$ cat src/sv/fatan_ram.sv
module fatan_ram #(
   parameter int unsigned Width = 8,
   parameter int unsigned Depth = 4
) (
   input  logic                     clock,
   input  logic                     wr_en,
   input  logic [$clog2(Depth)-1:0] wr_addr,
   input  logic [Width-1:0]         wr_data,
   input  logic [$clog2(Depth)-1:0] rd_addr,
   output logic [Width-1:0]         rd_data
);

   logic [Width-1:0] mem_ff [Depth];
   logic [Width-1:0] rd_data_ff;

   always_ff @(posedge clock) begin
      if (wr_en) begin
         mem_ff[wr_addr] <= wr_data;
      end
      rd_data_ff <= mem_ff[rd_addr];
   end

   assign rd_data = rd_data_ff;

endmodule

$ cat config.mk
export PLATFORM = sky130hd
export DESIGN_NAME = fatan_ram
export DESIGN_NICKNAME = d
export VERILOG_FILES = /design/src/sv/fatan_ram.sv
export SDC_FILE = /design/constraint.sdc
export NUM_CORES = 1
export LEC_CHECK = 0
export BUFFER_PORTS_ARGS = -buffer_cell sky130_fd_sc_hd__buf_2
export CORE_UTILIZATION = 48
export DETAILED_ROUTE_END_ITERATION = 7
export PLACE_DENSITY = 0.72
export SKIP_LAST_GASP = 1
export SLEW_MARGIN = 20
export SYNTH_ARGS = -nofsm -noshare
export SYNTH_HDL_FRONTEND = slang
export SYNTH_SLANG_ARGS = --single-unit
$ cat constraint.sdc
create_clock -name clock -period 1 [get_ports clock]
set_input_delay 0.05 -clock clock [delete_from_list [all_inputs] [get_ports clock]]
set_output_delay 0.05 -clock clock [all_outputs]
set_load 0.005 [all_outputs]
; Word-level counts from Yosys, hierarchy flattened
; Memory sizes are Yosys's and may differ from the RTL's. A register that Yosys moved wholly into a read port is not among the register bits.
; Index checks and enable logic that the tools add are counted.
[totals]
ramBits = 32
ff_bits = 0
n_memories = 1
[mem_list]
columns = name, words, width, rd, rd_clocked_by_memory_dff, wr, line
row1 = mem_ff, 4, 8, 1, 1, 1, 13  ; logic [Width-1:0] mem_ff [Depth];
[op_classes]
mux = 2
[ops]
columns = cell, count
row1 = $mux W1, 2

; Logic depth before layout (Yosys ltp)
[logic_depth]
depth_word = 2
ltp_mapped = 2

; Least setup slack after synthesis
; OpenSTA, ideal clock, no wires.
[synth_timing]
kind = input port to flip-flop
startpoint = input port wr_addr[0]
endpoint = memory mem_ff[0][0], enable pin
required_time_ps = 615
path_stages = 1
arrival_ps = 729
setup_time_ps = 385
path_slack_ps = -114
cell_sequence = nor3b_1
[synth_rtl]
columns = item, line
row1 = start: declaration, 7  ; input logic [$clog2(Depth)-1:0] wr_addr,
row2 = end: declaration, 13
; Straight into the memory's write port.

; Worst setup path in the final report
[layout_timing]
startpoint = memory mem_ff[3][7]
endpoint = register rd_data_ff[7] (netlist: rd_data[7]), read port of mem_ff
[layout_rtl]
columns = item, line
row1 = end: declaration, 14  ; logic [Width-1:0] rd_data_ff;
; No word-level cell between the ends.

==> summary.txt <==
Timing
  – Rel. slew slack: 0.855
  – Worst Max-Slew Pin Slew: 0.218 ns
  – RSZ-0062 raised after global routing: no
  – Fmax: 1.03 GHz
  – Final hold viol count: 0
  – Fin Setup TNS: 0 ns
  – Setup violations, final: 0
  – Minimum clock period: 0.967 ns
  – Setup ws final: 0.0329 ns
  – Clk_skew: 0.00571 ns
  – Part of the cycle the worst path needs: 0.967
  – Max-slew violation count: 0

Setup path
  – Startpoint Class: flop
  – CP Max Fanout: 1
  – CP max stage cell: mux4_2
  – CP Capture Type: flop
  – Crit Path Category: flop to flop
  – WP buf/inv: 0
  – Critical path destination: rd_data[7]$_DFF_P_
  – FF-to-FF End: rd_data[7]$_DFF_P_
  – CP required: 1.22 ns
  – Cell depth of the worst flop-to-flop path: 1
  – Critical Path Source: mem_ff[3][7]$_DFFE_PP_
  – CP delay by family, top: multiplexers
  – Worst path arrival time: 1.18 ns
  – WP depth: 1
  – Crit path largest cell delay: 0.47 ns
  – R2R Setup Slk: 0.03 ns
  – Critical path cell sequence: mux4_2
  – Reg-to-Reg Start: mem_ff[3][7]$_DFFE_PP_

Logic synthesis
  – Mapped Area: 1350 µm²
  – Total of flip-flops plus latches after synthesis: 40
  – Ys flop type: edfxtp_1
  – Synth warn: 0
  – Syn nets: 68
  – Register area share after synthesis: 0.831
  – Post-synth top area cell: edfxtp_1
  – Post-synth ARST share: 0
  – Yosys top cell area share: 0.712
  – Synth top cells by count: edfxtp_1 (32), dfxtp_1 (8), mux4_2 (8)
  – Post-synth EDFFs: 32
  – Cells after Synth: 54
  – Most common cell in the synthesized netlist: edfxtp_1
  – Synth Area per Inst: 25.0 µm²
  – Post-synth cell types: 8
  – Area contributors post-synth: edfxtp_1 (71%), mux4_2 (13%), dfxtp_1 (12%)

Floorplanning
  – Top Ports: 22
  – Die H: 55.0 µm
  – Full die area: 3030 µm²
  – Std cell rows: 18
  – Core area: 2570 µm²
  – Die X: 55.0 µm
  – Initial core utilization: 0.525

Clock tree
  – Clock sink count: 40
  – # Post-CTS Setup Buffers: 0
  – Clk_lat worst skew: 0.33 ns
  – Clock-pin slew on the worst setup and hold paths: 0.11 ns
  – Maximum root-to-sink buffer count: 2
  – Post-CTS sizing: 0
  – CTS Hold Bufs: 8
  – Num CTS Buffers: 5
  – Clock Tree Root: clkbuf_4
  – CTS tree: yes
  – H-tree lvl count: 2

Route
  – First-pass iteration count of the detailed router: 4
  – Via/cell ratio: 5.23
  – # DRC: 0
  – DR WL/cell: 15.1 µm
  – 1st-iter DRT viols: 16
  – DRT antenna net count: 0
  – Total Routed Length: 1890 µm
  – Routed via count: 654

Placement
  – Port Buffers: 21
  – Place WS: 0.0349 ns
  – GP Congestion: 0.704
  – DP Area: 1560 µm²

GRT
  – Vias in the first global route: 668
  – Total track usage: 0.155
  – Initial antenna violation count: 0
  – Total grt overflow: 0
  – Largest net degree at the start of global routing: 12
  – First-pass GRT wire length: 2860 µm

Finish
  – Layout cell share with drive strength beyond 1: 0.442
  – Fillers: 186
  – Diode count: 0
  – NumNets Final: 108
  – Finished Cell Area: 1700 µm²
  – Area added between synthesis and finish: 26.2%
  – Fin util: 0.663

Power and ir drop
  – Power Density: 1730 nW/µm²
  – Leak: 0.626 nW
  – Final Power: 0.00294 W
  – Maximum vdd ir drop: 1190 µV

Worst hold path
  – Worst min-delay path category: primary input to flop

Run status
  – Status: completed

Job
  – Max_cap viols: 0
-- cell type report --
type                            count  area (µm²)  share of cell area
Sequential cell                    40        1120               0.659
Clock buffer                        8        58.8              0.0346
Tap cell                           30        37.5              0.0221
Timing Repair Buffer               35         268               0.157
Multi-Input combinational cell     12         216               0.127
-- kinds of logic (layout without fill, tap and decap cells) --
logic type | after synthesis | count (layout) | share of synthesized area
flip-flops | 40 | 40 | 0.831
AND/OR/NAND/NOR | 4 | 4 | 0.0232
multiplexers | 8 | 8 | 0.134
buffers and inverters | 2 | 43 | 0.0121
-- per-layer routing --
layer  routed length (µm)  share of wire  vias to the layer above  global-route usage
met5                    0              0                        -                   0
met4                   41          0.022                        0               0.113
met3                  100          0.053                        7              0.0601
met2                 1010           0.53                       23               0.255
met1                  739           0.39                      320               0.160
li1                     -              -                      304                   -
-- placed cells by master (no fill, tap or decap) --
cell type,n
clkbuf_8,1
buf_2,21
edfxtp_1,32
and3_1,1
nor3b_2,1
and3b_1,2
clkbuf_4,5
mux4_2,8
dfxtp_1,8
buf_12,3
buf_4,3
clkbuf_1,2
dlygate4sd3_1,8
-- through the flow --
step           hold WS [ns]  instances
2_1_floorplan         0.149         54
3_3_place_gp          0.263        109
3_5_place_dp          0.271        109
4_1_cts               0.143        125
5_1_grt               0.134        125
6_report              0.150        125
-- how the worst min path moves through the flow --
| stage | start | to | slack, ns | cells past startpoint |
|---|---|---|---|---|
| 2_1_floorplan | wr_data[0] | mem_ff[0][0]$_DFFE_PP_ | 0.15 | 0 |
| 3_3_place_gp | wr_data[5] | mem_ff[2][5]$_DFFE_PP_ | 0.26 | 1 |
| 3_5_place_dp | wr_data[1] | mem_ff[3][1]$_DFFE_PP_ | 0.27 | 1 |
| 4_1_cts | rd_addr[1] | rd_data[6]$_DFF_P_ | 0.14 | 2 |
| 5_1_grt | rd_addr[1] | rd_data[3]$_DFF_P_ | 0.13 | 2 |
| 6_report | rd_addr[1] | rd_data[6]$_DFF_P_ | 0.15 | 2 |
-- power breakdown --
| group | internal (W) | switching [W] | leakage [nW] |
|---|---|---|---|
| registers | 0.00189 | 0.0000209 | 0.361 |
| logic | 0.000136 | 0.0000863 | 0.232 |
| clock network | 0.000347 | 0.000457 | 0.0326 |
-- flip-flops by register name, indices dropped and copies added, names as in the netlist --
| register | cells |
|---|---|
| rd_data | 8 |
| mem_ff | 32 |
No activity file was read; power rests on OpenSTA's default activity.
