`src/sv/fatan_pkg.sv`:
```
package fatan_pkg;

   localparam int unsigned QueueDepthDefault = 32;
   localparam int unsigned DivBits = 18;

   localparam logic [15:0] CubicCoef  = 16'h3240;
   localparam logic [15:0] LinearCoef = 16'hFB50;
   localparam logic [17:0] PiQuarter  = 18'h0C90F;
   localparam logic [17:0] Pi3Quarter = 18'h25B2F;

   typedef struct packed {
      logic        zero;
      logic        neg_y;
      logic        neg_num;
      logic        second_half;
      logic [32:0] num_mag;
      logic [32:0] den;
   } job_type;

   typedef struct packed {
      logic        zero;
      logic        neg_y;
      logic        neg_r;
      logic        second_half;
      logic [16:0] r_mag;
   } quot_type;

endpackage

```
`src/sv/fatan_front.sv`:
```
module fatan_front (
   input  logic                    clock,
   input  logic                    reset,
   input  logic                    in_valid,
   input  logic signed [31:0]      y_coord,
   input  logic signed [31:0]      x_coord,
   input  logic                    out_ready,
   output logic                    in_ready,
   output logic                    out_valid,
   output fatan_pkg::job_type      out_job
);

   logic               valid_ff;
   fatan_pkg::job_type job_ff;
   fatan_pkg::job_type job_in;
   logic signed [32:0] ys;
   logic signed [32:0] xs;
   logic signed [32:0] ay;
   logic signed [33:0] num;
   logic        [33:0] den;

   always_comb begin
      ys = {y_coord[31], y_coord};
      xs = {x_coord[31], x_coord};
      ay = y_coord[31] ? -ys : ys;
      if (!x_coord[31]) begin
         num = {xs[32], xs} - {1'b0, ay};
         den = {xs[32], xs} + {1'b0, ay};
      end else begin
         num = {xs[32], xs} + {1'b0, ay};
         den = {1'b0, ay} - {xs[32], xs};
      end
      job_in.zero        = (x_coord == 32'sd0) && (y_coord == 32'sd0);
      job_in.neg_y       = y_coord[31];
      job_in.neg_num     = num[33];
      job_in.second_half = x_coord[31];
      job_in.num_mag     = num[33] ? 33'(-num) : num[32:0];
      job_in.den         = den[32:0];
   end

   assign in_ready = !valid_ff || out_ready;

   always_ff @(posedge clock) begin
      if (reset) begin
         valid_ff <= 1'b0;
      end else if (in_ready) begin
         valid_ff <= in_valid;
      end
      if (in_ready && in_valid) begin
         job_ff <= job_in;
      end
   end

   assign out_valid = valid_ff;
   assign out_job   = job_ff;

endmodule

```
`config.mk`:
```
export PLATFORM = sky130hd
export DESIGN_NAME = fatan_front
export DESIGN_NICKNAME = d
export VERILOG_FILES = /design/src/sv/fatan_pkg.sv /design/src/sv/fatan_front.sv
export SDC_FILE = /design/constraint.sdc
export NUM_CORES = 1
export LEC_CHECK = 0
export BUFFER_PORTS_ARGS = -buffer_cell sky130_fd_sc_hd__buf_2
export CAP_MARGIN = 10
export CORE_UTILIZATION = 60
export DETAILED_ROUTE_END_ITERATION = 10
export PLACE_DENSITY = 0.85
export SLEW_MARGIN = 25
export SYNTH_ARGS = -nofsm -noshare
export SYNTH_HDL_FRONTEND = slang
export SYNTH_SLANG_ARGS = --single-unit
```
`constraint.sdc`:
```
create_clock -name clock -period 7.9 [get_ports clock]
set_clock_uncertainty 0.15 [all_clocks]
set_input_delay 1.58 -clock clock [delete_from_list [all_inputs] [get_ports clock]]
set_output_delay 1.58 -clock clock [all_outputs]
set_load 0.03 [all_outputs]
```
# Word level (Yosys, flattened, before mapping)
# Cells that the tools add are included.
# totals
ramBits,0
wordCells,22
mem_count,0
regBits,71
romBits,0
latch_bits,0
output_inout_bits,72
# classes
n_addsub,5
n_reduce_logical,6
shift,0
n_mul,0
div,0
bitwise_logic,0
n_eq_ne,0
mux,4
order_cmp,0
# ops
operator,n
$mux W33,3
$logic_not A32 Y1,2
$add A34 B33 Y34,1
$mux W34,1
$sub A34 B33 Y34,1
$neg A32 Y33,1
$neg A33 Y33,1
$sub A33 B33 Y33,1
$logic_and A1 B1 Y1,2
$logic_not A1 Y1,1
$logic_or A1 B1 Y1,1

# Depth between registers and ports, before layout
# depth
word_depth,6
mapped_depth,25

# Least setup slack after synthesis
# Ideal clock, no wire load.
# synth_timing
kind,input port to flip-flop
startpoint,input port y_coord[3]
endpoint,"register job_ff, in the netlist out_job[57], data pin"
path_slack_ns,1.484
path_stages,25
setup_ns,0.269
arrival_time_ns,5.998
path_cell_list,nor3_1 > nand3_1 > or3_1 > nand2b_1 > nand2b_1 > nand2b_1 > nand2b_1 > or4_1 > nand2_1 > xnor2_1 > ha_1 > clkbuf_1 > and2_1 > clkbuf_1 > nand2_1 > nor2_1 > nand2_1 > o21ai_0 > a311o_1 > a2111o_1 > a32o_2 > clkinv_2 > buf_6 > o31ai_1 > xor2_1
# synth_lines
element,line,text
start: declaration,fatan_front.sv:5,"input logic signed [31:0] y_coord,"
end signal: assignment,fatan_front.sv:50,job_ff <= job_in;
end: declaration,fatan_front.sv:14,fatan_pkg::job_type job_ff;

==> flow_summary.ini <==
[run_status]
status = complete, no violations

[floorplanning]
dieWidth_um = 130
start_util = 0.619
rows = 46
ios = 140
dieArea_sq_um = 17000
die_h_um = 130
core_sq_um = 15900

[clock_tree]
clk_latency_ns = 0.34
cts_max_level = 3
cts_buffer_depth = 2
cts.sinks = 70
cts_buffers = 9
post-cts-setup-buffers = 0
clkTransAtPathRegs_ns = 0.06
cts_tree = built
ctsResizeCount = 0
postCtsHoldBufs = 0
cts_root_buffer = clkbuf_16

[setup_path]
cp_common_cell = nand2b_1
worst-path-max-fanout = 19
r2r-end = out_job[37]$_DFFE_PP_
r2r_slack_ns = 6.08
crit_path_cell_trace = buf_2 > nor3_1 > nand3_1 > or3_1 > nand2b_1 > nand2b_1 > nand2b_1 > o41ai_1 > xnor2_1 > ha_1 > or3_1 > nor2_1 > a221oi_1 > o21ai_1 > a21boi_1 > o21ai_0 > a2111oi_2 > nor4_1 > a31o_1 > xnor2_1
r2r-start = out_valid$_SDFFE_PP0N_
cp.arrival_ns = 6.77
cp_slowest_stage_delay_ns = 0.69
path_delay_family = compound AO/OA/AOI/OAI gates
worst_setup_path_start_kind = input pin
required_ns = 7.83
crit_type = input pin to flop
endpoint_kind = flop
critical_path_buf_inv_count = 1
cp_slowest_cell = ha_1
reg2reg_depth = 3

[synthesis]
synth_nets = 1403
yosys_warnings = 0
ys_ff_latch = 70
ys.flop_type = edfxtp_1
syn_area_per_cell_sq_um = 8.01
yosysSeqAreaShare = 0.212
synth_cell_types = 102
synth_area_sq_um = 9870
synth_edf_count = 69
synth.top_cell.area_share = 0.210
async_flop_share = 0
synth_top_area_cell = edfxtp_1
synthCells = 1232
synth_area_leaders = edfxtp_1 (21%), ha_1 (13%), xnor2_1 (7.9%)

[routing]
drt_iter0_drc = 1050
wl_per_cell_um = 19.4
drc = 0
vias = 9858
first_pass_iters = 5
wl_um = 30200
ant_nets = 0
via_per_inst = 6.35

[hold_path]
hold_path_class = flop to flop
min_from = out_valid$_SDFFE_PP0N_
hold_depth = 2
min_to = out_valid$_SDFFE_PP0N_

[sta]
worst_pin_slew_ns = 0.902
worst_slack_ns = 1.06
slew_viol_final = 0
post-route-period-util = 0.866
fin_setup_tns_ns = 0
max_freq_mhz = 146
maxSlewHeadroom = 0.399
final_hold_viol_count = 0
rsz0062_at_grt = false
final-setup-viol-count = 0
finalCriticalPeriod_ns = 6.84

[job]
cap_violations = 0

[placed_design]
gp_congestion = 0.955
port_buffers = 139
dpl_worst_slack_ns = 0.835
hpwl_um = 24500

[power]
irDropWorstVdd_v = 0.000115
clkPwrFrac = 0.171
seqPwrFrac = 0.251
p_leak_nw = 4.72
p_switching_mw = 0.993
p_total_mw = 2.13
p_int_mw = 1.14
powerDensity_nw_per_um2 = 196
swShare = 0.466
combPwrFrac = 0.577

[global_route]
overflow = 0
grt_max_degree = 70
grt_usage = 0.361
grt_pass1_wl_um = 46700
grt_pass1_vias = 8604
antenna_found_initial = 0

[cells_and_area]
regArea_sq_um = 2090
nets = 1503
layout-drive-gt1-share = 0.160
area_growth_pct = 10.2
final_cell_mix = buf_2 (139), inv_1 (105), a21oi_1 (103), ha_1 (100)
n_antenna_cell = 0
fillCellCount = 1370
final_common_cell = buf_2
multi_input_comb_area_sq_um = 7080
area by class of cell:
type / count / area share
Clock buffer: 11 / 0.0214
Tap cell: 216 / 0.0249
Sequential cell: 70 / 0.192
Inverter: 109 / 0.0377
Timing Repair Buffer: 148 / 0.0702
Multi-Input combinational cell: 994 / 0.651
Clock inverter: 4 / 0.00230
registers in the layout, summed over array words and instances, names as in the netlist:
signal and count:
out_job 69, out_valid 1
power by group through the flow:
stage | clock network, mW | registers [mW] | logic (mW)
CTS | 0.369 | 0.537 | 1.20
global route | 0.382 | 0.545 | 1.32
finish | 0.365 | 0.536 | 1.23
global placement | 0 | 0.539 | 1.17
floorplan | 0 | 0.692 | 0.739
detailed placement | 0 | 0.544 | 1.19
cell families (layout without fill, tap and decap cells):
family | count (synthesis) | after routing | synth area share
AO/OA/AOI/OAI | 390 | 390 | 0.278
AND/OR/NAND/NOR | 380 | 380 | 0.199
buffers and inverters | 168 | 272 | 0.0706
XOR/XNOR | 108 | 108 | 0.0959
adder cells (fa/ha/maj) | 103 | 103 | 0.133
flip-flops | 70 | 70 | 0.212
multiplexers | 11 | 11 | 0.0114
other | 2 | 2 | 0.000761
worst max path at each step:
stage | startpoint | end | depth (start not counted)
detailed placement | y_coord[3] | out_job[65]$_DFFE_PP_ | 19
floorplan | y_coord[3] | out_job[57]$_DFFE_PP_ | 25
CTS | y_coord[3] | out_job[65]$_DFFE_PP_ | 20
global placement | y_coord[3] | out_job[55]$_DFFE_PP_ | 22
global route | y_coord[3] | out_job[65]$_DFFE_PP_ | 20
finish | y_coord[3] | out_job[65]$_DFFE_PP_ | 20
Yosys cell counts, types with 9 or more instances:
library cell / n
nor2_1: 89
and2_1: 13
nand2b_1: 18
nor3_1: 36
a31oi_1: 13
o31a_1: 9
a21oi_1: 103
o21bai_1: 13
clkbuf_1: 33
o21ai_0: 82
and3_1: 10
nand4_1: 19
o31ai_1: 22
nor2b_1: 18
a21o_1: 36
o21a_1: 9
nand2_1: 87
xnor2_1: 89
nor4_1: 22
inv_1: 105
buf_2: 13
xor2_1: 19
edfxtp_1: 69
ha_1: 100
mux2i_1: 9
nand3_1: 23
or3_1: 12
stage by stage:
stage	area, sq um	instances	utilization	hold slack (ns)
global route	10900	1552	0.682	0.416
global placement	10600	1537	0.666	0.343
detailed placement	10600	1537	0.666	0.370
CTS	10900	1552	0.682	0.379
floorplan	9870	1232	-	0.710
finish	10900	1552	0.682	0.377
worst min-delay path: stages, from the launching register on:
cell	delay (ns)
dfxtp_1	0.31
nand2b_1	0.10
a21oi_1	0.07
per-layer routing:
layer	GRT usage	part of all wire	vias up
met1	0.564	0.47	4576
met4	0.0602	0.0092	0
met5	0	0	-
met3	0.0857	0.12	21
li1	-	-	4674
met2	0.498	0.40	587
(Power assumes the default switching activity.)
