==> src/sv/fatan_pkg.sv <==
package fatan_pkg;

   localparam int unsigned QueueDepthDefault = 32;
   localparam int unsigned DivBits = 18;

   localparam logic [15:0] CubicCoef  = 16'h3240;
   localparam logic [15:0] LinearCoef = 16'hFB50;
   localparam logic [17:0] PiQuarter  = 18'h0C90F;
   localparam logic [17:0] Pi3Quarter = 18'h25B2F;

   typedef struct packed {
      logic        zero;
      logic        neg_y;
      logic        neg_num;
      logic        second_half;
      logic [32:0] num_mag;
      logic [32:0] den;
   } job_type;

   typedef struct packed {
      logic        zero;
      logic        neg_y;
      logic        neg_r;
      logic        second_half;
      logic [16:0] r_mag;
   } quot_type;

endpackage

==> src/sv/fatan_div.sv <==
module fatan_div (
   input  logic                    clock,
   input  logic                    reset,
   input  logic                    advance,
   input  logic                    in_valid,
   input  fatan_pkg::job_type      in_job,
   output logic                    out_valid,
   output fatan_pkg::quot_type     out_quot
);

   localparam int unsigned N = fatan_pkg::DivBits;

   logic              v_ff   [N+1];
   logic [33:0]       rem_ff [N+1];
   logic [32:0]       den_ff [N+1];
   logic [N-1:0]      q_ff   [N+1];
   logic [3:0]        flag_ff[N+1];

   always_ff @(posedge clock) begin
      if (advance) begin
         rem_ff[0]  <= {1'b0, in_job.num_mag};
         den_ff[0]  <= in_job.den;
         q_ff[0]    <= '0;
         flag_ff[0] <= {in_job.zero, in_job.neg_y, in_job.neg_num, in_job.second_half};
      end
   end

   // first step compares the unshifted numerator, so the quotient is num * 2^17 / den
   for (genvar s = 0; s < N; s++) begin : g_step
      logic [34:0] trial;
      logic [34:0] shifted;
      always_comb begin
         if (s == 0) begin
            shifted = {1'b0, rem_ff[s]};
         end else begin
            shifted = {rem_ff[s], 1'b0};
         end
         trial   = shifted - {2'b0, den_ff[s]};
      end
      always_ff @(posedge clock) begin
         if (advance) begin
            if (!trial[34]) begin
               rem_ff[s+1] <= trial[33:0];
               q_ff[s+1]   <= {q_ff[s][N-2:0], 1'b1};
            end else begin
               rem_ff[s+1] <= shifted[33:0];
               q_ff[s+1]   <= {q_ff[s][N-2:0], 1'b0};
            end
            den_ff[s+1]  <= den_ff[s];
            flag_ff[s+1] <= flag_ff[s];
         end
      end
   end

   always_ff @(posedge clock) begin
      if (reset) begin
         for (int i = 0; i <= N; i++) begin
            v_ff[i] <= 1'b0;
         end
      end else if (advance) begin
         v_ff[0] <= in_valid;
         for (int i = 0; i < N; i++) begin
            v_ff[i+1] <= v_ff[i];
         end
      end
   end

   logic [N-1:0] q_round;
   assign q_round = q_ff[N] + {{(N-1){1'b0}}, 1'b1};

   assign out_valid            = v_ff[N];
   assign out_quot.zero        = flag_ff[N][3];
   assign out_quot.neg_y       = flag_ff[N][2];
   assign out_quot.neg_r       = flag_ff[N][1];
   assign out_quot.second_half = flag_ff[N][0];
   assign out_quot.r_mag       = q_round[N-1:1];

endmodule

==> config.mk <==
export PLATFORM = sky130hd
export DESIGN_NAME = fatan_div
export DESIGN_NICKNAME = d
export VERILOG_FILES = /design/src/sv/fatan_pkg.sv /design/src/sv/fatan_div.sv
export SDC_FILE = /design/constraint.sdc
export NUM_CORES = 2
export LEC_CHECK = 0
export BUFFER_PORTS_ARGS = -buffer_cell sky130_fd_sc_hd__buf_2
export CAP_MARGIN = 20
export CORE_ASPECT_RATIO = 0.9
export CORE_MARGIN = 1.5
export CORE_UTILIZATION = 35
export DETAILED_ROUTE_END_ITERATION = 12
export MAX_ROUTING_LAYER = met4
export RECOVER_POWER = 50
export SYNTH_ARGS = -nofsm -noshare
export SYNTH_HDL_FRONTEND = slang
export SYNTH_SLANG_ARGS = --single-unit
export TNS_END_PERCENT = 10
==> constraint.sdc <==
create_clock -name clock -period 7.09 [get_ports clock]
set_clock_uncertainty 0.1 [all_clocks]
set_input_delay 1.0635 -clock clock [delete_from_list [all_inputs] [get_ports clock]]
set_output_delay 1.0635 -clock clock [all_outputs]
set_load 0.005 [all_outputs]
After elaboration in Yosys (flattened, before gate mapping)

Memory sizes are Yosys's and may differ from the RTL's.
Cells that the tools add are included.

Register bits: 0
Memory bits (writable): 1710
Bits of input ports: 74
Output and inout port bits: 22
Logic and storage cells: 248
Memories kept: 5

Add/sub/neg operators: 19
Multiplexer cells: 169
Bitwise operators: 55

Memory list:

| name    | depth | width | read ports | clocked after memory_dff | wr ports | RTL line        | RTL |
|---|---|---|---|---|---|---|---|
| rem_ff  | 19    | 34    | 18         | 0                        | 19       | fatan_div.sv:14 | `logic [33:0] rem_ff [N+1];` |
| den_ff  | 19    | 33    | 18         | 0                        | 19       | fatan_div.sv:15 | `logic [32:0] den_ff [N+1];` |
| q_ff    | 19    | 18    | 19         | 0                        | 19       | fatan_div.sv:16 | `logic [N-1:0] q_ff [N+1];` |
| flag_ff | 19    | 4     | 19         | 0                        | 19       | fatan_div.sv:17 | `logic [3:0] flag_ff[N+1];` |
| v_ff    | 19    | 1     | 19         | 0                        | 19       | fatan_div.sv:13 | `logic v_ff [N+1];` |

Operators by type and width:

| kind                  | count |
|---|---|
| $mux 34               | 18 |
| $sub 35x33->35        | 17 |
| $mux 18               | 18 |
| $mux 1                | 133 |
| $or 1x1->1            | 55 |
| $sub 34x33->35        | 1 |
| $add 18x1->18 const B | 1 |

Logic depth before layout (Yosys ltp)

An unclocked memory read counts as a cell.

Word-level depth: 6
Gate-level depth with buffers: 16
Depth with buffers taken out: 13

Worst setup path after synthesis

OpenSTA, ideal clock, no wires.

Path kind: register to register
Start: mem rem_ff[1][5]
End: mem rem_ff[2][21] (data pin)
Setup time: 262 ps
Arrival time: 3389 ps
Data required time: 6728 ps
Setup slack: 3338 ps
Stages on the path, launching flop included: 14
Buffers on the path: 1
Clock period less this slack: 3752 ps
Path through: edfxtp_1 > ha_1 > a21o_1 > a211oi_2 > o221ai_1 > o21ai_2 > nand2_1 > a21o_1 > a41o_1 > a2111oi_4 > mux2i_1 > clkinv_2 > buf_6 > mux2_1

RTL lines:

| item               | RTL line |
|---|---|
| start: declaration | fatan_div.sv:14 |

==> impl_summary.txt <==
----------------------------------------------------
[Final layout]
  Number of antenna cells inserted ... 0
  Area of combinational cells with multiple inputs ... 35500 µm²
  Number of filler instances in the final layout ... 22482
  Final layout net count ... approximately 8300
  Area of all sequential standard cells ... roughly 44000 µm²
  Fraction of layout instances using a drive strength above 1 ... 7.43%
  Area delta synth->final ... 11.4%

[CTS]
  TritonCTS clock tree ... done
  Clock transition time at the flip-flop clock pins of the worst setup and hold paths ... about 60 ps
  Count of clock tree sinks ... around 1500
  Root cell of the clock tree ... sky130_fd_sc_hd__clkbuf_16
  Post-cts gate resize count ... 0
  CTS Buf Count ... 177
  Largest buffer count on any clock path ... 4
  Hold bufs inserted after CTS ... 0
  Post-CTS setup buffer count ... 0
  Clock insertion delay at the later pin of the skew report ... ~850 ps
  H-tree depth ... 4

[Run status]
  Outcome ... finished with violations
  Violated checks ... capacitance limit, slew limit

[Pwr]
  Power density over cell area ... 444 nW/µm²
  Leakage ... 37.5 nW
  Peak supply drop ... 0.221 mV

[Worst setup path]
  Setup CP Type ... in -> reg
  Critical path startpoint category ... input pin
  Critical path capture point type ... flop
  R2R cell count ... 12
  Data required time at the worst endpoint ... 7540 ps
  Worst-path maximum fanout ... ~130
  Data arrival time at the worst-slack endpoint ... 5850 ps

[Route]
  First-pass DRT Iterations ... 5
  Total via count in the routed design ... roughly 56000
  Antenna Nets Post-Route ... 0
  Average vias per placed instance ... slightly above 5
  Average wire per standard cell ... around 17 µm
  Number of DRC violations after detailed-routing iteration 0 ... 3110
  Drt drc ... 0
  Wire length after detailed routing ... 187000 µm

[GRT]
  Wire length of the first global-routing pass ... 296000 µm
  GRT Residual Overflow ... 0
  Vias in the first global route ... 56839
  Largest net degree at the start of global routing ... 181
  Antenna violations before repair ... 1
  Total routing resource utilization after global routing ... approximately 16%

[Synthesis]
  Yosys synthesis warning count ... 0
  Post-synthesis cell type count ... 97
  Synth area leader ... sky130_fd_sc_hd__edfxtp_1
  Synth Flop Type ... sky130_fd_sc_hd__edfxtp_1
  Number of synthesized flops with an enable pin ... between 1000 and 1500
  Number of synthesized register bits ... 1471
  Post-Syn Area per Cell ... 11.1 µm²
  Synth Instances ... 7515
  Synthesized area ... around 83000 µm²
  Async set-or-reset flop fraction in the synthesized netlist ... 0%
  Sequential fraction of the synthesis area ... around 53%
  Main area contributors after synthesis ... sky130_fd_sc_hd__edfxtp_1 (53%), sky130_fd_sc_hd__ha_1 (8.7%), sky130_fd_sc_hd__o21ai_0 (3.5%)
  Synth Net Count ... 8184
  Post-synth top area share ... 53.0%

[Place]
  Detail Placement HPWL ... ~140000 µm
  Final weighted congestion in routability-driven placement ... 0.957
  Number of port buffers ... 95

[Timing]
  Count of endpoints failing hold in the final timing report ... 0
  Final cycle utilization of the critical path ... 76.2%
  Final hold slack ... 295 ps
  Final TNS setup ... 0 ps
  Number of setup violations in the final report ... 0
  Post-route minimum period ... 5400 ps
  Actual slew at the worst max-slew pin ... 3420 ps
  Pins over their slew limit ... 423
  Setup repair after global routing missed its margin ... false
  FMAX ... 185 MHz
  Normalized max-slew margin ... -128%

[Min path]
  Hold Path Depth ... 0
  Hold Path Class ... reg -> reg

[Floorplanning]
  Die ar. ... 241000 µm²
  Initial Util ... 35.3%
  Number of placement rows ... 169
  Width of the die ... 517 µm
  Core outline area ... 236000 µm²
  Die Span Y ... approximately 470 µm
  Top-level port count ... 96

[Flow run]
  Max_cap viols ... 6

----------------------------------------------------
-- cells by family after synthesis --
group           count (synthesis)  synth area share [%]
xor+xnor                      483                  5.08
simple gates                 1705                  9.64
compound gates               2124                  16.2
flops                        1471                  53.0
buf+inv                       956                  4.43
mux                           181                  2.49
fa+ha+maj                     595                  9.09
-- synthesized netlist by cell type (all sizes together) (30+ instances only) --
library cell,number
a211oi,54
xnor2,259
nand3,105
nand2,622
nand2b,112
a21oi,553
o31ai,74
nor2,373
nor3,87
buf,44
and3,63
or3,30
ha,578
nor2b,98
mux2,130
o21ai,599
a31oi,72
clkbuf,186
o21a,94
edfxtp,1469
xor2,224
inv,724
a21o,299
o211ai,45
and2,68
mux2i,51
o21bai,56
nand4,73
-- path summary, 6_finish.rpt --
| path | from | end | slack (ps) |
|---|---|---|---|
| min reg2reg | flag_ff[8][0] | flag_ff[9][0] | 290 |
| max reg2reg | rem_ff[5][4] | rem_ff[6][33] | 2330 |
| max | advance | rem_ff[7][10] | 1690 |
| min | flag_ff[8][0] | flag_ff[9][0] | 290 |
-- critical path: stages --
cell                       delay, ps
sky130_fd_sc_hd__buf_12          220
sky130_fd_sc_hd__clkbuf_2       2270
sky130_fd_sc_hd__buf_4           990
sky130_fd_sc_hd__nand2_1         100
sky130_fd_sc_hd__mux2_2          290
sky130_fd_sc_hd__buf_4           300
sky130_fd_sc_hd__mux2_2          360
-- stage by stage --
stage	utilization [%]	worst slack, ps	total power, mW	std cells	instance area (µm²)
CTS	39.3	2310	41.5	10907	92800
detailed placement	37.0	2310	32.5	10595	87300
finish	39.3	1690	41.2	10907	92800
global route	39.3	1200	44.1	10907	92800
floorplan	-	3340	27.7	7515	83300
global placement	37.0	2320	32.2	10595	87300
-- cells in the final DEF, fill, tap and decap left out, drive strengths merged, types with 72 or more instances in the layout --
| master | synthesis | routed |
|---|---|---|
| a21o | 299 | 299 |
| a21oi | 553 | 553 |
| a31oi | 72 | 72 |
| buf | 44 | 140 |
| clkbuf | 186 | 230 |
| edfxtp | 1469 | 1469 |
| ha | 578 | 578 |
| inv | 724 | 728 |
| mux2 | 130 | 130 |
| nand2 | 622 | 622 |
| nand2b | 112 | 112 |
| nand3 | 105 | 105 |
| nand4 | 73 | 73 |
| nor2 | 373 | 373 |
| nor2b | 98 | 98 |
| nor3 | 87 | 87 |
| o21a | 94 | 94 |
| o21ai | 599 | 599 |
| o31ai | 74 | 74 |
| xnor2 | 259 | 259 |
| xor2 | 224 | 224 |
-- area by class of cell --
| class | instances | area share [%] |
|---|---|---|
| Clock buffer | 223 | 5.06 |
| Clock inverter | 89 | 0.920 |
| Inverter | 726 | 2.94 |
| Multi-Input combinational cell | 5088 | 38.3 |
| Sequential cell | 1471 | 47.6 |
| Tap cell | 3163 | 4.27 |
| Timing Repair Buffer | 147 | 0.979 |
-- power breakdown --
group | switching, mW | internal [mW]
logic | 10.6 | 7.75
clock network | 3.55 | 5.22
registers | 1.31 | 12.8
total | 15.5 | 25.7
-- flip-flops by register name (all words and copies together) (netlist names) --
register / count
rem_ff: 611
den_ff: 594
q_ff: 171
flag_ff: 76
v_ff: 19
-- routing by layer --
layer | GRT usage (%) | routed length [µm] | vias to the layer above
li1 | - | - | 27718
met4 | 8.25 | 10200 | 0
met3 | 2.03 | 5890 | 530
met5 | - | 0 | -
met2 | 28.7 | 97800 | 1136
met1 | 16.2 | 73500 | 26538
(Power assumes the default switching activity.)
