[src/sv/fatan_pkg.sv]
package fatan_pkg;

   localparam int unsigned QueueDepthDefault = 32;
   localparam int unsigned DivBits = 18;

   localparam logic [15:0] CubicCoef  = 16'h3240;
   localparam logic [15:0] LinearCoef = 16'hFB50;
   localparam logic [17:0] PiQuarter  = 18'h0C90F;
   localparam logic [17:0] Pi3Quarter = 18'h25B2F;

   typedef struct packed {
      logic        zero;
      logic        neg_y;
      logic        neg_num;
      logic        second_half;
      logic [32:0] num_mag;
      logic [32:0] den;
   } job_type;

   typedef struct packed {
      logic        zero;
      logic        neg_y;
      logic        neg_r;
      logic        second_half;
      logic [16:0] r_mag;
   } quot_type;

endpackage

[src/sv/fatan_poly.sv]
module fatan_poly (
   input  logic                    clock,
   input  logic                    reset,
   input  logic                    advance,
   input  logic                    in_valid,
   input  fatan_pkg::quot_type     in_quot,
   output logic                    out_valid,
   output logic signed [18:0]      out_angle
);

   logic [2:0]       v_ff;
   logic [3:0]       f1_ff, f2_ff, f3_ff;
   logic [16:0]      r1_ff, r2_ff;
   logic [16:0]      r2sq_ff;
   logic [16:0]      lin3_ff;
   logic [16:0]      r3_ff;
   logic [18:0]      angle_ff;

   logic [33:0] sq_full;
   logic [33:0] cube_full;
   logic [32:0] lin_full;
   logic [32:0] cub_full;
   logic [16:0] cube_m;
   logic [16:0] lin_m;
   logic [16:0] cub_m;
   logic signed [19:0] poly;
   logic signed [19:0] fin;

   always_comb begin
      sq_full   = r1_ff * r1_ff + 34'h8000;
      cube_full = r2sq_ff * r2_ff + 34'h8000;
      lin_full  = r2_ff * fatan_pkg::LinearCoef + 33'h8000;
      cube_m    = cube_full[32:16];
      cub_full  = r3_ff * fatan_pkg::CubicCoef + 33'h8000;
      cub_m     = cub_full[32:16];
      lin_m     = lin3_ff;
      if (f3_ff[1]) begin
         poly = -$signed({3'b0, cub_m}) + $signed({3'b0, lin_m});
      end else begin
         poly = $signed({3'b0, cub_m}) - $signed({3'b0, lin_m});
      end
      poly = poly + $signed({2'b0, f3_ff[0] ? fatan_pkg::Pi3Quarter : fatan_pkg::PiQuarter});
      fin  = f3_ff[2] ? -poly : poly;
      if (f3_ff[3]) begin
         fin = '0;
      end
   end

   always_ff @(posedge clock) begin
      if (reset) begin
         v_ff <= '0;
      end else if (advance) begin
         v_ff <= {v_ff[1:0], in_valid};
      end
      if (advance) begin
         f1_ff   <= {in_quot.zero, in_quot.neg_y, in_quot.neg_r, in_quot.second_half};
         r1_ff   <= in_quot.r_mag;
         f2_ff   <= f1_ff;
         r2_ff   <= r1_ff;
         r2sq_ff <= sq_full[32:16];
         f3_ff   <= f2_ff;
         r3_ff   <= cube_m;
         lin3_ff <= lin_full[32:16];
         angle_ff <= fin[18:0];
      end
   end

   logic       v4_ff;
   always_ff @(posedge clock) begin
      if (reset) begin
         v4_ff <= 1'b0;
      end else if (advance) begin
         v4_ff <= v_ff[2];
      end
   end

   assign out_valid = v4_ff;
   assign out_angle = angle_ff;

endmodule

[config.mk]
export PLATFORM = sky130hd
export DESIGN_NAME = fatan_poly
export DESIGN_NICKNAME = d
export VERILOG_FILES = /design/src/sv/fatan_pkg.sv /design/src/sv/fatan_poly.sv
export SDC_FILE = /design/constraint.sdc
export NUM_CORES = 2
export LEC_CHECK = 0
export BUFFER_PORTS_ARGS = -buffer_cell sky130_fd_sc_hd__buf_2
export CAP_MARGIN = 30
export CELL_PAD_IN_SITES_DETAIL_PLACEMENT = 0
export CELL_PAD_IN_SITES_GLOBAL_PLACEMENT = 2
export CORE_MARGIN = 3
export CORE_UTILIZATION = 39
export CTS_CLUSTER_SIZE = 8
export DETAILED_ROUTE_END_ITERATION = 10
export HOLD_SLACK_MARGIN = 0.02
export PLACE_DENSITY_LB_ADDON = 0.1
export SKIP_CTS_REPAIR_TIMING = 1
export SLEW_MARGIN = 0
export SYNTH_ARGS = -nofsm -noshare
export SYNTH_HDL_FRONTEND = slang
export SYNTH_SLANG_ARGS = --single-unit
[constraint.sdc]
create_clock -name clock -period 8.3 [get_ports clock]
set_input_delay 1.66 -clock clock [delete_from_list [all_inputs] [get_ports clock]]
set_output_delay 1.66 -clock clock [all_outputs]
set_load 0.01 [all_outputs]
* Word level (Yosys, flattened, before mapping) *
Cells that the tools add are included.
Widths: inputs -> output; s select.

word-level totals
  logic and storage cells = 27
  flip-flop bits (word level) = 120
  bits of input ports = 25
  output and inout port bits = 20

cells by class
  muxes and demuxes = 3
  add/sub/neg operators = 9
  multipliers = 4

operators with widths
  cell                    count
  $add 33x16->33 const B  3
  $mul 17x17->33          2
  $mux 19                 2
  $add 31x16->32 const B  1
  $mul 17x12->29 const B  1
  $mul 17x8->25 const B   1
  $add 19x18->19          1
  $add 19x19->19          1
  $neg 16->19             1
  $neg 19->19             1
  $mux 18                 1
  $sub 16x17->18          1

* Logic depth before layout (Yosys ltp) *
  depth in word-level cells = 8
  depth in mapped cells = 39
  mapped depth without buffers = 37

* Least setup slack after synthesis *
No wires, ideal clock.

  kind = register -> register
  start point = reg r3_ff[1]
  end point = reg angle_ff[18] (netlist: out_angle[18]) (data pin)
  clock period less this slack = 8,519 ps
  setup time = 260 ps
  cell stages (with the launch flop) = 36
  setup slack = -219 ps
  arrival = 8,259 ps
  required time = 8,040 ps
  path buffers = 1
  cell sequence = edfxtp_1 ha_1 inv_1 fa_1 inv_1 fa_1 ha_1 ha_1 o21ai_0 a221oi_1 nor2_1 xnor2_1 ha_1 nand2_1 o21ai_0 a221o_1 xor2_1 ha_1 buf_2 a21oi_1 nor2_1 or3_1 o21ai_0 xnor2_1 ha_1 nand2_1 a2111oi_2 nor4_2 a222oi_1 a21boi_2 o2111ai_1 a21oi_1 o21ai_1 xnor2_1 o31a_1 mux2_4

on the way
  cells in the longest elaborated chain, start to end = 8
  elaborated cells between the ends (all ways) = 9
  those cells by class = add/sub: 6; mul: 1; mux: 2

ends and longest elaborated chain
  item                    line              RTL
  from (decl)             fatan_poly.sv:16  logic [16:0] r3_ff;
  from (signal assigned)  fatan_poly.sv:62  r3_ff <= cube_m;
  $mul 17x8->25 *         fatan_poly.sv:34  cub_full = r3_ff * fatan_pkg::CubicCoef + 33'h8000;
  $add 31x16->32 *        fatan_poly.sv:34
  $neg 16->19             fatan_poly.sv:38  poly = -$signed({3'b0, cub_m}) + $signed({3'b0, lin_m});
  $add 19x18->19          fatan_poly.sv:38
  $mux 19 *               fatan_poly.sv:37  if (f3_ff[1]) begin
  $add 19x19->19 *        fatan_poly.sv:42  poly = poly + $signed({2'b0, f3_ff[0] ? fatan_pkg::Pi3Quarter : fatan_pkg::PiQuarter});
  $neg 19->19             fatan_poly.sv:43  fin = f3_ff[2] ? -poly : poly;
  $mux 19 *               fatan_poly.sv:43
  to (signal assigned)    fatan_poly.sv:64  angle_ff <= fin[18:0];
  to (decl)               fatan_poly.sv:17  logic [18:0] angle_ff;

Every way passes the cells marked *; elsewhere a longest branch is shown, timed or not.
A chain may end at the register's enable or synchronous reset.

* Worst setup path in the final report *
  start point = reg r3_ff[2]
  end point = reg angle_ff[18] (netlist: out_angle[18]) (data pin)

Same word-level chain as after synthesis.

==> flow_summary_export.csv <==
group,metric,value,unit
floorplanning,rows,101,
global_routing,antenna_found_initial,4,
timing,rsz0062_at_grt,"yes",
timing,fin_crit,8.25,ns
min_path,hp-class,"flip-flop to flip-flop",
timing,slew_violations,0,
clocking,clk_pin_slew,0.06,ns
placed_design,dp_hpwl,64.7,mm
yosys,syn-num-nets,4167,
critical_path,critPathLaunchType,"flip-flop",
yosys,synth-edff-count,116,
yosys,yosys_warnings,0,
yosys,synthFlopType,"edfxtp_1",
timing,period_share,0.994,
timing,setup_viol,0,
layout,fillers,7518,
status,status,"complete, no violations",
floorplanning,coreArea,76600,um^2
yosys,synthTopCellsByArea,"fa_1 (35%), ha_1 (17%), edfxtp_1 (11%)",
min_path,holdPathStages,0,
timing,tns,0,ns
drt,ant_nets,0,
yosys,syn_inst,3178,
placed_design,dp_cells,4348,
critical_path,rr_endpoint,"out_angle[18]",
clocking,clockBufferDepth,2,
critical_path,r2r_cells,37,
critical_path,cp_slowest_cell,"fa_1",
floorplanning,die-area,81500,um^2
critical_path,arrival,8.47,ns
layout,final_util,0.446,
clocking,insertion_delay,0.47,ns
global_routing,gr-total-overflow,0,
critical_path,timing.rr.start,"r3_ff[2]",
clocking,clockRootBuffer,"clkbuf_16",
yosys,syn_avg_cell_area,9.58,um^2
yosys,seq_area_frac_synth,0.117,
placed_design,portBuffers,44,
layout,synthToLayoutAreaGrowth,12.1,%
drt,drc_errors,0,
floorplanning,ioPinCount,45,
critical_path,regToRegSetupSlack,0.05,ns
drt,dr_total_vias,21675,
timing,hold_viol,0,
critical_path,critical_path_buf_inv_count,9,
yosys,synthArstFlopShare,0,
yosys,ys_ff_latch,120,
clocking,cts_tree,"done",
placed_design,gp_congestion,0.838,
critical_path,crit_fanout,5,
floorplanning,die_w,285,um
critical_path,required,8.52,ns
timing,slew_headroom,0.307,
global_routing,grt_pass1_vias,23268,
yosys,synth_top_area_share,0.354,
yosys,yosysMostFrequentCell,"inv_1",
drt,wl_per_cell,17.8,um
critical_path,cp_top_family,"compound AO/OA/AOI/OAI gates",
global_routing,grt_max_degree,84,
critical_path,max_stage_delay,0.55,ns
floorplanning,initial_core_util,0.398,
min_path,min_to,"f3_ff[2]",
yosys,synth_top_cell_by_area,"fa_1",
floorplanning,die_h,285,um
timing,fin_worst_skew,0.0187,ns
min_path,hold_start,"f2_ff[2]",
critical_path,critPathKind,"flip-flop to flip-flop",
clocking,numCtsBuffers,17,
critical_path,end_kind,"flip-flop",
layout,nNetsFinal,4346,
drt,dr.pass1.iters,5,
drt,routed_via_density,4.93,
yosys,syn-cell-area,30500,um^2
layout,antenna_cells,0,
job,cap_viol_max_count,0,
drt,initialDrtViolationCount,933,
clocking,htreeDepth,4,
timing,worstMarginPinSlew,1.04,ns
layout,drive_gt1_frac,0.114,
layout,layout.cells.non_filler,4400,
yosys,synthTopCellsByCount,"inv_1 (751), fa_1 (539), ha_1 (425), nand2_1 (281), and2_1 (189)",
yosys,ys_types,92,
global_routing,grt_first_pass_wirelength,128,mm
critical_path,cp_common_cell,"buf_4",
global_routing,grt.total_usage,0.199,
drt,wl,78.3,mm
clocking,clkSinkCount,120,
timing,fmax,0.121,GHz
per-stage QoR:
stage / hold slack (ns) / worst slack [ns] / instance area, um^2
6_report: 0.421 / 0.0472 / 34100
5_1_grt: 0.434 / -0.305 / 34100
4_1_cts: 0.425 / -0.383 / 33600
3_5_place_dp: 0.409 / -0.323 / 33000
3_3_place_gp: 0.402 / -0.187 / 33000
2_1_floorplan: 0.400 / 0.0121 / 30500
logic make-up (layout without fill, tap and decap cells):
| kind of cell | after synthesis | count (layout) | synth area share |
|---|---|---|---|
| AO/OA/AOI/OAI | 337 | 337 | 0.0759 |
| XOR/XNOR | 157 | 157 | 0.0460 |
| adder cells (fa/ha/maj) | 964 | 964 | 0.529 |
| buffers and inverters | 839 | 1031 | 0.104 |
| flip-flops | 120 | 120 | 0.117 |
| multiplexers | 12 | 12 | 0.00431 |
| AND/OR/NAND/NOR | 749 | 749 | 0.124 |
cells in the final DEF, fill, tap and decap left out, types with 11 or more instances in the layout:
cell and instances:
nand4_1 13, ha_1 417, inv_1 746, nand2_1 279, nand3b_1 11, o211ai_1 12
clkbuf_16 17, nor3_1 34, a211oi_1 13, o21ai_0 44, a21oi_1 78, a21o_1 33
and2_1 188, fa_1 539, buf_4 201, xor2_1 72, nor2_1 94, buf_2 43
xnor2_1 78, nand3_1 27, o21a_1 19, nor2b_1 18, edfxtp_1 116
how the worst max path moves through the flow:
| stage | start | end | slack (ns) | cells after the start |
|---|---|---|---|---|
| 3_3_place_gp | r3_ff[1] | out_angle[18] | -0.19 | 37 |
| 3_5_place_dp | r3_ff[1] | out_angle[18] | -0.32 | 37 |
| 6_report | r3_ff[2] | out_angle[18] | 0.05 | 37 |
| 2_1_floorplan | r3_ff[1] | out_angle[18] | 0.01 | 35 |
| 5_1_grt | r3_ff[1] | out_angle[18] | -0.30 | 39 |
| 4_1_cts | r3_ff[2] | out_angle[18] | -0.38 | 36 |
sequential cells by signal, summed over array words and instances (netlist names):
register	count
v_ff	3
lin3_ff	17
r2sq_ff	17
f2_ff	4
f3_ff	4
r3_ff	17
out_angle	19
f1_ff	4
out_valid	1
r1_ff	17
r2_ff	17
area by class of cell:
class | instances | area (um^2) | area share
clock buffers | 17 | 425 | 0.0125
clock inverters | 15 | 120 | 0.00352
inverters | 751 | 2820 | 0.0826
multi-input cells | 2219 | 24100 | 0.707
flip-flops and latches | 120 | 3560 | 0.104
well taps | 1030 | 1290 | 0.0378
repair buffers | 248 | 1790 | 0.0523
metal layers:
metal  track usage  share of wire  vias to the layer above
met5             0              0                        -
met2         0.336           0.48                      335
met3        0.0214          0.033                       55
met4        0.0436          0.016                        0
li1              -              -                    10334
met1         0.278           0.47                    10951
Power is not shown: default switching activity piles up to over one toggle a cycle in this logic, so the estimate is an artifact.
